<file path="src/design/vtp_pkg.sv">
// Shared types and constants of the VT100 escape sequence parser.
// Used by the palette registers, the controller, the datapath and the top level.
// No dependencies.
package vtp_pkg;

    localparam int BYTE_W      = 8;
    localparam int ACT_W       = 4;
    localparam int ARG_W       = 16;
    localparam int COLOUR_W    = 24;
    localparam int NUM_COLOURS = 8;
    localparam int CIDX_W      = 3;
    localparam int APB_ADDR_W  = 5;
    localparam int APB_DATA_W  = 32;
    localparam int TDATA_W     = 2 * ARG_W + COLOUR_W;

    // Display action codes.
    localparam logic [ACT_W-1:0] ACT_TEXT      = 4'd0;
    localparam logic [ACT_W-1:0] ACT_NEWLINE   = 4'd1;
    localparam logic [ACT_W-1:0] ACT_RETURN    = 4'd2;
    localparam logic [ACT_W-1:0] ACT_BACKSPACE = 4'd3;
    localparam logic [ACT_W-1:0] ACT_CURSOR    = 4'd4;
    localparam logic [ACT_W-1:0] ACT_CLRLINE   = 4'd5;
    localparam logic [ACT_W-1:0] ACT_CLRSCREEN = 4'd6;
    localparam logic [ACT_W-1:0] ACT_ALTBUF    = 4'd7;
    localparam logic [ACT_W-1:0] ACT_FG        = 4'd8;
    localparam logic [ACT_W-1:0] ACT_BG        = 4'd9;

    // Character codes.
    localparam logic [BYTE_W-1:0] CH_ESC   = 8'h1B;
    localparam logic [BYTE_W-1:0] CH_LF    = 8'h0A;
    localparam logic [BYTE_W-1:0] CH_CR    = 8'h0D;
    localparam logic [BYTE_W-1:0] CH_BS    = 8'h08;
    localparam logic [BYTE_W-1:0] CH_TAB   = 8'h09;
    localparam logic [BYTE_W-1:0] CH_LBRKT = 8'h5B;
    localparam logic [BYTE_W-1:0] CH_QUEST = 8'h3F;
    localparam logic [BYTE_W-1:0] CH_SEMI  = 8'h3B;
    localparam logic [BYTE_W-1:0] CH_ZERO  = 8'h30;
    localparam logic [BYTE_W-1:0] CH_NINE  = 8'h39;
    localparam logic [BYTE_W-1:0] CH_UP_A  = 8'h41;
    localparam logic [BYTE_W-1:0] CH_UP_Z  = 8'h5A;
    localparam logic [BYTE_W-1:0] CH_LO_A  = 8'h61;
    localparam logic [BYTE_W-1:0] CH_LO_Z  = 8'h7A;
    localparam logic [BYTE_W-1:0] CH_CMD_H = 8'h48;
    localparam logic [BYTE_W-1:0] CH_CMD_J = 8'h4A;
    localparam logic [BYTE_W-1:0] CH_CMD_M = 8'h6D;
    localparam logic [BYTE_W-1:0] CH_CMD_SET = 8'h68;
    localparam logic [BYTE_W-1:0] CH_CMD_RST = 8'h6C;

    // Parameter values with a meaning of their own.
    localparam int SGR_FG_LO   = 30;
    localparam int SGR_FG_HI   = 37;
    localparam int SGR_BG_LO   = 40;
    localparam int SGR_BG_HI   = 47;
    localparam int ALTBUF_MODE = 1047;
    localparam int ED_SCREEN   = 2;
    localparam int CURSOR_ARGS = 2;

    localparam logic [COLOUR_W-1:0] PALETTE_RESET [NUM_COLOURS] = '{
        24'h000000, 24'h770000, 24'h007700, 24'h777700,
        24'h000077, 24'h770077, 24'h007777, 24'hAAAAAA
    };

    typedef enum logic [2:0] {
        PH_IDLE,
        PH_ESC,
        PH_CSI,
        PH_AFTERQ,
        PH_PARAM
    } t_phase;

    typedef enum logic {
        ST_ACCEPT,
        ST_WALK
    } t_ctrl_state;

    typedef struct packed {
        logic accept;
        logic walk_step;
    } t_ctrl_cmd;

    typedef struct packed {
        logic out_free;
        logic sgr_start;
        logic walk_hit;
        logic walk_last;
    } t_dp_status;

endpackage

</file>
<file path="src/design/vtp_palette.sv">
// Palette register file of the escape sequence parser, written over APB.
// Depends on vtp_pkg.
module vtp_palette (
    input  logic                            i_clk,
    input  logic                            i_rst_n,
    input  logic                            psel,
    input  logic                            penable,
    input  logic                            pwrite,
    input  logic [vtp_pkg::APB_ADDR_W-1:0]  paddr,
    input  logic [vtp_pkg::APB_DATA_W-1:0]  pwdata,
    output logic [vtp_pkg::APB_DATA_W-1:0]  prdata,
    output logic                            pready,
    input  logic [vtp_pkg::CIDX_W-1:0]      i_rd_idx,
    output logic [vtp_pkg::COLOUR_W-1:0]    o_rd_colour
);
    import vtp_pkg::*;

    logic [COLOUR_W-1:0] r_palette [NUM_COLOURS];
    logic [CIDX_W-1:0]   reg_idx;

    assign reg_idx = paddr[APB_ADDR_W-1:2];
    assign pready  = 1'b1;
    assign prdata  = {{(APB_DATA_W-COLOUR_W){1'b0}}, r_palette[reg_idx]};
    assign o_rd_colour = r_palette[i_rd_idx];

    always_ff @(posedge i_clk) begin
        if (!i_rst_n) begin
            for (int i = 0; i < NUM_COLOURS; i++) begin
                r_palette[i] <= PALETTE_RESET[i];
            end
        end else if (psel && penable && pwrite && pready) begin
            r_palette[reg_idx] <= pwdata[COLOUR_W-1:0];
        end
    end

endmodule

</file>
<file path="src/design/vtp_ctrl.sv">
// Controller of the escape sequence parser: input handshake and the SGR walk.
// Depends on vtp_pkg.
module vtp_ctrl (
    input  logic                i_clk,
    input  logic                i_rst_n,
    input  logic                i_s_tvalid,
    output logic                o_s_tready,
    input  vtp_pkg::t_dp_status i_status,
    output vtp_pkg::t_ctrl_cmd  o_cmd
);
    import vtp_pkg::*;

    t_ctrl_state r_state, n_state;

    always_ff @(posedge i_clk) begin
        if (!i_rst_n) begin
            r_state <= ST_ACCEPT;
        end else begin
            r_state <= n_state;
        end
    end

    always_comb begin
        n_state = r_state;
        unique case (r_state)
            ST_ACCEPT: begin
                if (o_cmd.accept && i_status.sgr_start) begin
                    n_state = ST_WALK;
                end
            end
            ST_WALK: begin
                if (o_cmd.walk_step && i_status.walk_last) begin
                    n_state = ST_ACCEPT;
                end
            end
            default: n_state = ST_ACCEPT;
        endcase
    end

    always_comb begin
        o_s_tready      = 1'b0;
        o_cmd.accept    = 1'b0;
        o_cmd.walk_step = 1'b0;
        unique case (r_state)
            ST_ACCEPT: begin
                o_s_tready   = i_status.out_free;
                o_cmd.accept = i_status.out_free && i_s_tvalid;
            end
            ST_WALK: begin
                // A parameter without a colour moves on without waiting for the output.
                o_cmd.walk_step = !i_status.walk_hit || i_status.out_free;
            end
            default: begin
                o_s_tready = 1'b0;
            end
        endcase
    end

endmodule

</file>
<file path="src/design/vtp_datapath.sv">
// Datapath of the escape sequence parser: parse state, parameter registers,
// command decode, SGR colour list and the output register. Depends on vtp_pkg.
module vtp_datapath #(
    parameter int MAX_PARAMS  = 6,
    parameter int MAX_SEQ_LEN = 16,
    parameter int PARAM_WIDTH = 16
) (
    input  logic                           i_clk,
    input  logic                           i_rst_n,
    input  vtp_pkg::t_ctrl_cmd             i_cmd,
    output vtp_pkg::t_dp_status            o_status,
    input  logic [vtp_pkg::BYTE_W-1:0]     i_byte,
    output logic [vtp_pkg::CIDX_W-1:0]     o_pal_idx,
    input  logic [vtp_pkg::COLOUR_W-1:0]   i_pal_colour,
    output logic                           o_out_valid,
    input  logic                           i_out_ready,
    output logic [vtp_pkg::ACT_W-1:0]      o_action,
    output logic [vtp_pkg::ARG_W-1:0]      o_arg_a,
    output logic [vtp_pkg::ARG_W-1:0]      o_arg_b,
    output logic [vtp_pkg::COLOUR_W-1:0]   o_colour,
    output logic                           o_last
);
    import vtp_pkg::*;

    localparam int CNT_W = $clog2(MAX_PARAMS + 1);
    localparam int IDX_W = (MAX_PARAMS > 1) ? $clog2(MAX_PARAMS) : 1;
    localparam int SEQ_W = $clog2(MAX_SEQ_LEN + 1);
    localparam int EXT_W = PARAM_WIDTH + ARG_W;
    localparam int PRD_W = PARAM_WIDTH + 4;

    // Parse state
    t_phase                 r_phase, n_phase;
    logic                   r_private, n_private;
    logic [PARAM_WIDTH-1:0] r_param [MAX_PARAMS];
    logic [CNT_W-1:0]       r_count, n_count;
    logic [SEQ_W-1:0]       r_seqlen, n_seqlen;

    // SGR colour list captured at the terminator
    logic [MAX_PARAMS-1:0]  r_sgr_mask, sgr_mask;
    logic [MAX_PARAMS-1:0]  r_sgr_bg, sgr_bg;
    logic [CIDX_W-1:0]      r_sgr_idx [MAX_PARAMS];
    logic [CIDX_W-1:0]      sgr_idx [MAX_PARAMS];
    logic [IDX_W-1:0]       r_walk;
    logic [MAX_PARAMS-1:0]  above_walk;

    // Output register
    logic                   r_out_valid;
    logic [ACT_W-1:0]       r_out_action;
    logic [ARG_W-1:0]       r_out_arg_a, r_out_arg_b;
    logic [COLOUR_W-1:0]    r_out_colour;
    logic                   r_out_last;

    logic                   is_digit, is_letter;
    logic [3:0]             digit;
    logic [IDX_W-1:0]       cur_idx;
    logic [PARAM_WIDTH-1:0] cur_val, sat_val;
    logic [PRD_W-1:0]       prod;
    logic                   cnt_room;
    logic [SEQ_W-1:0]       seq_inc;
    logic [CNT_W-1:0]       argc;
    logic                   do_clear, do_digit, do_finish;
    logic                   emit;
    logic [ACT_W-1:0]       e_action;
    logic [ARG_W-1:0]       e_arg_a, e_arg_b;
    logic [EXT_W-1:0]       p0_ext, p1_ext;
    logic                   sgr_start, load_single, load_walk;

    assign is_digit  = (i_byte >= CH_ZERO) && (i_byte <= CH_NINE);
    assign is_letter = ((i_byte >= CH_UP_A) && (i_byte <= CH_UP_Z)) ||
                       ((i_byte >= CH_LO_A) && (i_byte <= CH_LO_Z));
    assign digit     = i_byte[3:0];
    assign cnt_room  = r_count < CNT_W'(MAX_PARAMS);
    assign cur_idx   = r_count[IDX_W-1:0];
    assign cur_val   = r_param[cur_idx];
    assign seq_inc   = r_seqlen + 1'b1;
    assign p0_ext    = {{ARG_W{1'b0}}, r_param[0]};
    assign p1_ext    = {{ARG_W{1'b0}}, r_param[1]};

    // Times ten as two shifted copies plus the digit, then saturate.
    assign prod    = (PRD_W'(cur_val) << 3) + (PRD_W'(cur_val) << 1) + PRD_W'(digit);
    assign sat_val = (prod > PRD_W'({PARAM_WIDTH{1'b1}})) ? {PARAM_WIDTH{1'b1}}
                                                          : prod[PARAM_WIDTH-1:0];

    always_comb begin
        n_phase   = r_phase;
        n_private = r_private;
        n_count   = r_count;
        n_seqlen  = r_seqlen;
        do_clear  = 1'b0;
        do_digit  = 1'b0;
        do_finish = 1'b0;
        argc      = '0;
        emit      = 1'b0;
        e_action  = ACT_TEXT;
        e_arg_a   = '0;
        e_arg_b   = '0;

        unique case (r_phase)
            PH_IDLE: begin
                unique case (i_byte)
                    CH_ESC: begin
                        n_phase  = PH_ESC;
                        n_seqlen = SEQ_W'(1);
                    end
                    CH_LF: begin
                        emit     = 1'b1;
                        e_action = ACT_NEWLINE;
                    end
                    CH_CR: begin
                        emit     = 1'b1;
                        e_action = ACT_RETURN;
                    end
                    CH_BS: begin
                        emit     = 1'b1;
                        e_action = ACT_BACKSPACE;
                    end
                    CH_TAB: begin
                        emit = 1'b0;
                    end
                    default: begin
                        emit     = 1'b1;
                        e_action = ACT_TEXT;
                        e_arg_a  = ARG_W'(i_byte);
                    end
                endcase
            end
            PH_ESC: begin
                n_seqlen = seq_inc;
                if (i_byte == CH_LBRKT) begin
                    n_phase = PH_CSI;
                end else begin
                    do_clear = 1'b1;
                end
            end
            PH_CSI, PH_AFTERQ: begin
                n_seqlen = seq_inc;
                if ((i_byte == CH_QUEST) && (r_phase == PH_CSI)) begin
                    n_private = 1'b1;
                    n_phase   = PH_AFTERQ;
                end else if (is_digit) begin
                    do_digit = cnt_room;
                    n_phase  = PH_PARAM;
                end else begin
                    do_finish = 1'b1;
                    argc      = '0;
                end
            end
            PH_PARAM: begin
                n_seqlen = seq_inc;
                if (is_digit) begin
                    do_digit = cnt_room;
                end else if (i_byte == CH_SEMI) begin
                    if (cnt_room) begin
                        n_count = r_count + 1'b1;
                    end
                end else begin
                    do_finish = 1'b1;
                    argc      = cnt_room ? r_count + 1'b1 : CNT_W'(MAX_PARAMS);
                end
            end
            default: begin
                do_clear = 1'b1;
            end
        endcase

        // Overlong sequence: dropped once a non-final byte reaches the limit.
        if ((r_phase != PH_IDLE) && !do_clear && !do_finish &&
            (seq_inc >= SEQ_W'(MAX_SEQ_LEN))) begin
            do_clear = 1'b1;
        end

        if (do_finish) begin
            do_clear = 1'b1;
            if (is_letter) begin
                if (r_private) begin
                    if (((i_byte == CH_CMD_SET) || (i_byte == CH_CMD_RST)) &&
                        (p0_ext == EXT_W'(ALTBUF_MODE))) begin
                        emit     = 1'b1;
                        e_action = ACT_ALTBUF;
                        e_arg_a  = ARG_W'(i_byte == CH_CMD_SET);
                    end
                end else if (i_byte == CH_CMD_H) begin
                    if (argc == CNT_W'(CURSOR_ARGS)) begin
                        emit     = 1'b1;
                        e_action = ACT_CURSOR;
                        e_arg_a  = p0_ext[ARG_W-1:0];
                        e_arg_b  = p1_ext[ARG_W-1:0];
                    end
                end else if (i_byte == CH_CMD_J) begin
                    if (argc == '0) begin
                        emit     = 1'b1;
                        e_action = ACT_CLRLINE;
                    end else if (p0_ext == EXT_W'(ED_SCREEN)) begin
                        emit     = 1'b1;
                        e_action = ACT_CLRSCREEN;
                    end
                end
            end
        end

        if (do_clear) begin
            n_phase   = PH_IDLE;
            n_private = 1'b0;
            n_count   = '0;
            n_seqlen  = '0;
            do_digit  = 1'b0;
        end
    end

    // Colour list of an SGR terminator: one entry per given parameter.
    always_comb begin
        for (int i = 0; i < MAX_PARAMS; i++) begin
            logic fg_hit, bg_hit;
            fg_hit = (r_param[i] >= PARAM_WIDTH'(SGR_FG_LO)) &&
                     (r_param[i] <= PARAM_WIDTH'(SGR_FG_HI));
            bg_hit = (r_param[i] >= PARAM_WIDTH'(SGR_BG_LO)) &&
                     (r_param[i] <= PARAM_WIDTH'(SGR_BG_HI));
            sgr_mask[i] = (CNT_W'(i) <= r_count) && (fg_hit || bg_hit);
            sgr_bg[i]   = bg_hit;
            // Thirty is six modulo eight, so the foreground index is the low bits plus two.
            sgr_idx[i]  = bg_hit ? r_param[i][CIDX_W-1:0]
                                 : r_param[i][CIDX_W-1:0] + CIDX_W'(2);
        end
    end

    assign sgr_start = do_finish && is_letter && !r_private && (i_byte == CH_CMD_M) &&
                       (r_phase == PH_PARAM) && (|sgr_mask);

    always_comb begin
        for (int i = 0; i < MAX_PARAMS; i++) begin
            above_walk[i] = IDX_W'(i) > r_walk;
        end
    end

    assign o_pal_idx   = r_sgr_idx[r_walk];
    assign load_single = i_cmd.accept && emit;
    assign load_walk   = i_cmd.walk_step && r_sgr_mask[r_walk];

    assign o_status.out_free  = !r_out_valid || i_out_ready;
    assign o_status.sgr_start = sgr_start;
    assign o_status.walk_hit  = r_sgr_mask[r_walk];
    assign o_status.walk_last = ~|(r_sgr_mask & above_walk);

    always_ff @(posedge i_clk) begin
        if (!i_rst_n) begin
            r_phase   <= PH_IDLE;
            r_private <= 1'b0;
            r_count   <= '0;
            r_seqlen  <= '0;
            for (int i = 0; i < MAX_PARAMS; i++) begin
                r_param[i] <= '0;
            end
        end else if (i_cmd.accept) begin
            r_phase   <= n_phase;
            r_private <= n_private;
            r_count   <= n_count;
            r_seqlen  <= n_seqlen;
            for (int i = 0; i < MAX_PARAMS; i++) begin
                if (do_clear) begin
                    r_param[i] <= '0;
                end else if (do_digit && (cur_idx == IDX_W'(i))) begin
                    r_param[i] <= sat_val;
                end
            end
        end
    end

    always_ff @(posedge i_clk) begin
        if (i_cmd.accept && sgr_start) begin
            r_sgr_mask <= sgr_mask;
            r_sgr_bg   <= sgr_bg;
            r_walk     <= '0;
            for (int i = 0; i < MAX_PARAMS; i++) begin
                r_sgr_idx[i] <= sgr_idx[i];
            end
        end else if (i_cmd.walk_step) begin
            r_walk <= r_walk + 1'b1;
        end
    end

    always_ff @(posedge i_clk) begin
        if (!i_rst_n) begin
            r_out_valid <= 1'b0;
        end else if (load_single || load_walk) begin
            r_out_valid <= 1'b1;
        end else if (i_out_ready) begin
            r_out_valid <= 1'b0;
        end
    end

    always_ff @(posedge i_clk) begin
        if (load_single) begin
            r_out_action <= e_action;
            r_out_arg_a  <= e_arg_a;
            r_out_arg_b  <= e_arg_b;
            r_out_colour <= '0;
            r_out_last   <= 1'b1;
        end else if (load_walk) begin
            r_out_action <= r_sgr_bg[r_walk] ? ACT_BG : ACT_FG;
            r_out_arg_a  <= '0;
            r_out_arg_b  <= '0;
            r_out_colour <= i_pal_colour;
            r_out_last   <= o_status.walk_last;
        end
    end

    assign o_out_valid = r_out_valid;
    assign o_action    = r_out_action;
    assign o_arg_a     = r_out_arg_a;
    assign o_arg_b     = r_out_arg_b;
    assign o_colour    = r_out_colour;
    assign o_last      = r_out_last;

endmodule

</file>
<file path="src/design/vt100_escape_parser_core.sv">
// VT100 escape sequence parser, top level. The result of a taken byte stands in the
// output register from the next cycle; the next byte is taken once that register
// is empty or is emptied in the same cycle. An SGR 'm' terminator then walks its
// parameters, one per cycle when the receiver keeps up, and holds the input until
// the walk is done. Reset is synchronous and active low; it returns the parser to
// idle and loads the default palette.
module vt100_escape_parser_core #(
    parameter int MAX_PARAMS  = 6,
    parameter int MAX_SEQ_LEN = 16,
    parameter int PARAM_WIDTH = 16
) (
    input  logic                            i_clk,
    input  logic                            i_rst_n,
    // s_tdata: [7:0] byte_in
    input  logic                            s_tvalid,
    output logic                            s_tready,
    input  logic [vtp_pkg::BYTE_W-1:0]      s_tdata,
    // m_tdata: [15:0] arg_a, [31:16] arg_b, [55:32] colour
    // m_tuser: [3:0] action
    output logic                            m_tvalid,
    input  logic                            m_tready,
    output logic [vtp_pkg::TDATA_W-1:0]     m_tdata,
    output logic [vtp_pkg::ACT_W-1:0]       m_tuser,
    output logic                            m_tlast,
    input  logic                            psel,
    input  logic                            penable,
    input  logic                            pwrite,
    input  logic [vtp_pkg::APB_ADDR_W-1:0]  paddr,
    input  logic [vtp_pkg::APB_DATA_W-1:0]  pwdata,
    output logic [vtp_pkg::APB_DATA_W-1:0]  prdata,
    output logic                            pready
);
    import vtp_pkg::*;

    t_ctrl_cmd           cmd;
    t_dp_status          status;
    logic [CIDX_W-1:0]   pal_idx;
    logic [COLOUR_W-1:0] pal_colour;
    logic [ARG_W-1:0]    arg_a, arg_b;
    logic [COLOUR_W-1:0] colour;

    vtp_palette u_palette (
        .i_clk       (i_clk),
        .i_rst_n     (i_rst_n),
        .psel        (psel),
        .penable     (penable),
        .pwrite      (pwrite),
        .paddr       (paddr),
        .pwdata      (pwdata),
        .prdata      (prdata),
        .pready      (pready),
        .i_rd_idx    (pal_idx),
        .o_rd_colour (pal_colour)
    );

    vtp_ctrl u_ctrl (
        .i_clk      (i_clk),
        .i_rst_n    (i_rst_n),
        .i_s_tvalid (s_tvalid),
        .o_s_tready (s_tready),
        .i_status   (status),
        .o_cmd      (cmd)
    );

    vtp_datapath #(
        .MAX_PARAMS  (MAX_PARAMS),
        .MAX_SEQ_LEN (MAX_SEQ_LEN),
        .PARAM_WIDTH (PARAM_WIDTH)
    ) u_datapath (
        .i_clk        (i_clk),
        .i_rst_n      (i_rst_n),
        .i_cmd        (cmd),
        .o_status     (status),
        .i_byte       (s_tdata),
        .o_pal_idx    (pal_idx),
        .i_pal_colour (pal_colour),
        .o_out_valid  (m_tvalid),
        .i_out_ready  (m_tready),
        .o_action     (m_tuser),
        .o_arg_a      (arg_a),
        .o_arg_b      (arg_b),
        .o_colour     (colour),
        .o_last       (m_tlast)
    );

    assign m_tdata = {colour, arg_b, arg_a};

endmodule

</file>
<file path="config.mk">
export PLATFORM = sky130hd
export DESIGN_NAME = vt100_escape_parser_core
export DESIGN_NICKNAME = d
export VERILOG_FILES = /design/src/design/vtp_pkg.sv /design/src/design/vtp_palette.sv /design/src/design/vtp_ctrl.sv /design/src/design/vtp_datapath.sv /design/src/design/vt100_escape_parser_core.sv
export SDC_FILE = /design/constraint.sdc
export NUM_CORES = 1
export LEC_CHECK = 0
export ABC_AREA = 0
export BUFFER_PORTS_ARGS = -buffer_cell sky130_fd_sc_hd__buf_4
export CAP_MARGIN = 15
export CORE_ASPECT_RATIO = 1.2
export CORE_MARGIN = 5
export CORE_UTILIZATION = 41
export DETAILED_ROUTE_END_ITERATION = 6
export PLACE_DENSITY = 0.59
export SLEW_MARGIN = 20
export SYNTH_ARGS = -nofsm -noshare
export SYNTH_HDL_FRONTEND = slang
export SYNTH_SLANG_ARGS = --single-unit
export TNS_END_PERCENT = 100
</file>
<file path="constraint.sdc">
create_clock -name i_clk -period 5.2 [get_ports i_clk]
set_input_delay 1.04 -clock i_clk [delete_from_list [all_inputs] [get_ports i_clk]]
set_output_delay 1.04 -clock i_clk [all_outputs]
set_load 0.01 [all_outputs]
</file>
==> results of run 1 <==
## worst min path at each step
stage,cells past startpoint,slack [ns],endpoint
6_report,2,0.47,u_datapath.o_colour[22]
2_1_floorplan,0,0.42,u_datapath.r_sgr_idx[3][0]
5_1_grt,2,0.49,u_datapath.o_colour[20]
3_3_place_gp,2,0.46,u_datapath.o_colour[21]
4_1_cts,2,0.47,u_datapath.o_colour[22]
3_5_place_dp,2,0.46,u_datapath.o_colour[22]
## state kept, by name, indices dropped and copies added, names as in the netlist, named ones only
register and cells:
u_datapath.r_phase 3, u_datapath.o_arg_b 16, u_datapath.r_param 96, u_datapath.o_arg_a 16, u_ctrl.r_state 1, u_datapath.o_colour 24
u_datapath.o_action 4, u_datapath.r_walk 3, u_palette.r_palette 192, u_datapath.r_sgr_bg 6, u_datapath.r_sgr_idx 18, u_datapath.r_private 1
u_datapath.o_out_valid 1, u_datapath.r_seqlen 5, u_datapath.o_last 1, u_datapath.cur_idx 3, u_datapath.r_sgr_mask 6
## routing by layer
metal | track usage, % | routed length [µm]
met1 | 26.53 | 24200
met5 | 0 | 0
met3 | 3.410 | 3805
met2 | 39.54 | 32360
met4 | 8.608 | 2421
## worst max-delay path, stage by stage (launching register included)
cell and delay [ns]:
dfxtp_1 0.55, mux4_2 0.57, nor2_1 0.11, a21oi_1 0.10, fa_1 0.55, fa_1 0.50
a211oi_1 0.33, o21ai_0 0.24, a31oi_1 0.34, nand2_1 0.17, o311ai_4 0.63, nor2_8 0.13
buf_12 0.22, a21oi_1 0.18
## synthesized netlist by cell type (all sizes together), types with 12 or more instances
cell,count
o22ai,25
buf,40
o21ai,32
xnor2,12
nand2b,86
nand3,115
edfxtp,354
ha,44
a21oi,116
nor4,17
and3,154
inv,33
mux2i,21
a22oi,106
dfxtp,48
nand2,269
mux4,20
nand4,57
nor3,21
nor2b,19
clkbuf,106
nor2,90
## where the power goes
part | total, mW | switching (mW) | internal (mW)
registers | 3.73 | 0.0869 | 3.64
logic | 0.607 | 0.395 | 0.212
clock network | 3.17 | 1.26 | 1.91
## cell type report
class                      count  area, µm²
clock buffer                  60       1200
inverter                      33      123.9
multi-input combinational   1345       8443
fill                        4517      26280
sequential                   402      11590
timing repair buffer         181       1421
clock inverter                17      244.0
tap                          644      805.8
## kinds of logic (layout without fill, tap and decap cells)
group | after synthesis | after routing | share of synthesized area (%)
compound gates | 341 | 341 | 10.70
xor+xnor | 22 | 22 | 0.9300
fa+ha+maj | 46 | 46 | 2.851
buf+inv | 179 | 291 | 3.823
flops | 402 | 402 | 55.95
mux | 51 | 51 | 3.750
other cells | 2 | 9 | 0.03625
simple gates | 876 | 876 | 21.96
==> run_results.csv, run 1 <==
group,metric,value,unit
status,status,"complete, no violations",
drt,ant_nets,0,
synth,synth_top_area_share,51.31,%
cts,cts.htree.levels,2,
cts,post_cts_resized,0,
timing,hold_slack,0.4684,ns
synth,synth_edf_count,354,
cells_and_area,final_cell_mix,"edfxtp_1, nand2_1, buf_4",
worst_setup_path,r2r-end,"u_datapath.r_param[3][3]",
cells_and_area,antennaDiodeCount,0,
global_route,grt_pass1_wl,94870,µm
global_route,grt_usage,22.01,%
timing,setup_viol,0,
pwr,totalPowerFinal,7.507,mW
cells_and_area,drive_above_1_share,14.77,%
floorplan,die_y,256.2,µm
floorplan,floorplan.die_area,55150,µm²
cells_and_area,final_common_cell,"edfxtp_1",
cts,cts_buffers,43,
floorplan,die_x,215.2,µm
worst_setup_path,ff2ff_path_depth,13,
placed_design,post-place-ws,0.3455,ns
cts,path_clk_slew,0.07,ns
worst_setup_path,path_class,"flop to flop",
pwr,power.density,315.0,nW/µm²
placed_design,place_congestion,0.8937,
drt,drc,0,
synth,synth_flop_cell,"edfxtp_1",
timing,rsz0062_at_grt,"false",
synth,yosysWarningCount,0,
pwr,ir_worst_vdd,0.0001842,V
synth,synth-seq-cells,402,
drt,wl_per_cell,23.41,µm
drt,avgViaCountPerCell,5.985,
placed_design,dpl-instance-area,22390,µm²
synth,syn_area,20720,µm²
worst_setup_path,crit_path_end_kind,"flop",
cells_and_area,nets,2104,
cts,root_buffer,"clkbuf_16",
worst_setup_path,r2r_slack,0.39,ns
floorplan,rows,90,
min_path,hold_start,"u_datapath.o_colour[22]",
worst_setup_path,crit_fanout,44,
worst_setup_path,crit_required,5.60,ns
global_route,overflow,0,
floorplan,io_pins,148,
min_path,hp-class,"flop to flop",
floorplan,core_area,50110,µm²
cts,cts-hold-fix-buffers,0,
pwr,leakagePower,9.232,nW
timing,fin_skew,0.02620,ns
cts,clk_path_buf_depth,3,
synth,synthCells,1919,
drt,wirelength,62790,µm
cells_and_area,fin_util,47.55,%
cells_and_area,fin_cells,2682,
timing,final.min_clock_period,4.813,ns
timing,period_share,92.55,%
drt,num_vias,16052,
timing,worstMarginPinSlew,1.211,ns
global_route,antenna_found_initial,0,
worst_setup_path,critPathLaunchType,"flop",
cells_and_area,final_cell_area,23830,µm²
global_route,grt_pass1_vias,15843,
floorplan,initial_core_util,41.34,%
cts,cts_tree,"done",
synth,synth_seq_area_share,55.95,%
timing,maxSlewViolCount,0,
placed_design,port_buffers,128,
drt,drt_iter0_markers,1532,
timing,finalSetupTns,0,ns
cts,cts_num_sinks,402,
synth,yosys.area.top_type,"edfxtp_1",
cts,post_cts.repair.setup_buffers,0,
synth,synthDistinctLibCells,75,
synth,async_reset_ff_share,0,%
timing,timing.slew.headroom,17.20,%
placed_design,hpwl,40330,µm
worst_setup_path,cp-endpoint,"u_datapath.r_param[3][3]",
drt,first_pass_iters,5,
cts,clk_latency,0.57,ns
timing,clock.fmax,207.8,MHz
synth,synth_area_leaders,"edfxtp_1, nand2_1, and3_1, dfxtp_1, a22oi_1",
job,drv_cap,0,
timing,worst_slack,0.3872,ns
cells_and_area,area_growth,15.02,%
worst_setup_path,critPathArrivalTime,5.21,ns
timing,final-hold-violation-count,0,
global_route,grt_max_degree,70,
synth,synth_area_per_cell,10.80,µm²
placed_design,placedCellCount,2605,
Note: power is estimated with default switching activity, not from simulation.
==> run 2, diff against run 1 <==
ABC_CLOCK_PERIOD_IN_PS = 5200   (was unset)
CORE_UTILIZATION = 58   (was 41)
PLACE_DENSITY = 0.78   (was 0.59)
==> run_results.csv, run 2 (synthesized netlist as in run 1, its figures left out) <==
group,metric,value,unit
worst_setup_path,cp_slowest_stage_delay,0.67,ns
cts,post_cts_resized,0,
floorplan,floorplan.die_area,39620,µm²
cells_and_area,final_common_cell,"edfxtp_1",
drt,drc,0,
cts,cts_num_sinks,402,
floorplan,initial_core_util,59.03,%
worst_setup_path,crit_fanout,72,
drt,ant_nets,0,
cts,cts-hold-fix-buffers,0,
cts,root_buffer,"clkbuf_16",
timing,rsz0062_at_grt,"false",
cts,clk_latency,0.55,ns
worst_setup_path,crit_family,"compound AO/OA/AOI/OAI gates",
timing,setup_viol,0,
pwr,power.density,311.5,nW/µm²
drt,wirelength,60110,µm
placed_design,place_congestion,0.9579,
timing,worstMarginPinSlew,1.075,ns
timing,final-hold-violation-count,0,
global_route,grt_pass1_wl,91940,µm
cells_and_area,drive_above_1_share,14.47,%
status,status,"complete, no violations",
timing,finalSetupTns,0,ns
placed_design,placedCellCount,2420,
global_route,antenna_found_initial,1,
cells_and_area,final_cell_mix,"edfxtp_1, nand2_1, buf_4",
pwr,leakagePower,9.175,nW
worst_setup_path,critPathArrivalTime,5.17,ns
floorplan,rows,75,
cts,post_cts.repair.setup_buffers,0,
cells_and_area,multiInputGateArea,8451,µm²
job,drv_cap,0,
worst_setup_path,critPathSlowestCell,"o311ai_4",
pwr,ir_worst_vdd,0.0004186,V
drt,first_pass_iters,6,
worst_setup_path,path_buf_inv,1,
cells_and_area,largest_reg_flops,192,
worst_setup_path,critPathLaunchType,"flop",
cts,cts_buffers,41,
drt,avgViaCountPerCell,6.590,
timing,clock.fmax,209.0,MHz
global_route,grt_usage,29.66,%
cells_and_area,area_growth,13.47,%
placed_design,port_buffers,128,
drt,wl_per_cell,24.09,µm
cells_and_area,fin_cells,2495,
timing,timing.slew.headroom,28.09,%
worst_setup_path,crit_path_end_kind,"flop",
drt,drt_iter0_markers,1715,
cells_and_area,registers.top_by_ff_count,"u_palette.r_palette",
worst_setup_path,cp_cell_sequence,"mux4_2 -> nor2_1 -> a21oi_1 -> ha_1 -> ha_1 -> fa_1 -> a211oi_1 -> o21ai_0 -> a31oi_1 -> nand2_1 -> o311ai_4 -> nor2_8 -> buf_12 -> a21oi_1",
timing,fin_skew,0.01885,ns
timing,period_share,92.01,%
floorplan,core_area,35100,µm²
floorplan,die_y,217.0,µm
cts,cts_tree,"done",
cells_and_area,fillers,2545,
floorplan,die_x,182.5,µm
global_route,grt_max_degree,81,
cells_and_area,regArea,11590,µm²
cts,clk_path_buf_depth,3,
cts,path_clk_slew,0.06,ns
worst_setup_path,path_class,"flop to flop",
timing,maxSlewViolCount,0,
worst_setup_path,crit_required,5.59,ns
cells_and_area,fin_util,66.98,%
placed_design,hpwl,38460,µm
min_path,hp-class,"flop to flop",
cts,cts.htree.levels,2,
floorplan,io_pins,148,
global_route,overflow,0,
global_route,grt_pass1_vias,16588,
drt,num_vias,16441,
cells_and_area,nets,2099,
timing,final.min_clock_period,4.785,ns
run 2: changes by cell type in the layout (fill, tap and decap cells not counted), moves of 2 or more:
cell,change
clkbuf_8,-4
clkbuf_1,+2
inv_6,-2
clkinv_2,+2
buf_4,-4
run 2: per-layer routing:
metal | up-vias | wire length, µm | global-route usage [%]
li1 | 7325 | - | -
met1 | 7874 | 20270 | 34.32
met2 | 979 | 30670 | 52.51
met3 | 263 | 5363 | 4.142
met4 | 0 | 3804 | 17.19
met5 | - | 0 | 0
run 2: worst paths after layout:
kind,slack [ns],cells past startpoint,startpoint,to
hold / removal,0.47,2,u_datapath.o_colour[6],u_datapath.o_colour[6]
hold reg to reg,0.47,2,u_datapath.o_colour[6],u_datapath.o_colour[6]
setup / recovery,0.42,14,flop,u_datapath.r_param[2][0]
setup reg to reg,0.42,14,flop,u_datapath.r_param[2][0]
run 2: where the power goes:
| group | internal, mW | switching [mW] | total [mW] |
|---|---|---|---|
| registers | 3.64 | 0.0888 | 3.73 |
| logic | 0.212 | 0.395 | 0.607 |
| clock network | 1.77 | 1.22 | 2.98 |
| total | 5.62 | 1.70 | 7.32 |
run 2: worst register-to-register path, cell delays in order (launching register included):
cell	delay, ns
dfxtp_1	0.56
mux4_2	0.58
nor2_1	0.11
a21oi_1	0.09
ha_1	0.33
ha_1	0.25
fa_1	0.43
a211oi_1	0.36
o21ai_0	0.22
a31oi_1	0.34
nand2_1	0.19
o311ai_4	0.67
nor2_8	0.03
buf_12	0.22
a21oi_1	0.26
run 2: layout make-up:
cell class,count,area share [%]
repair buffers,178,6.004
clock buffers,57,4.796
flip-flops and latches,402,49.31
clock inverters,17,0.9474
diodes,1,0.01065
inverters,33,0.5269
multi-input cells,1345,35.95
well taps,462,2.459
run 2: stage by stage:
stage | setup WS, ns | hold slack, ns | power, mW | cell area [µm²]
floorplan | 0.7929 | 0.4209 | 4.111 | 20740
global placement | 0.6408 | 0.4497 | 4.370 | 22150
detailed placement | 0.5487 | 0.4590 | 4.391 | 22160
CTS | 0.5022 | 0.4700 | 7.334 | 23510
global route | 0.1734 | 0.4889 | 7.543 | 23510
finish | 0.4154 | 0.4679 | 7.323 | 23510
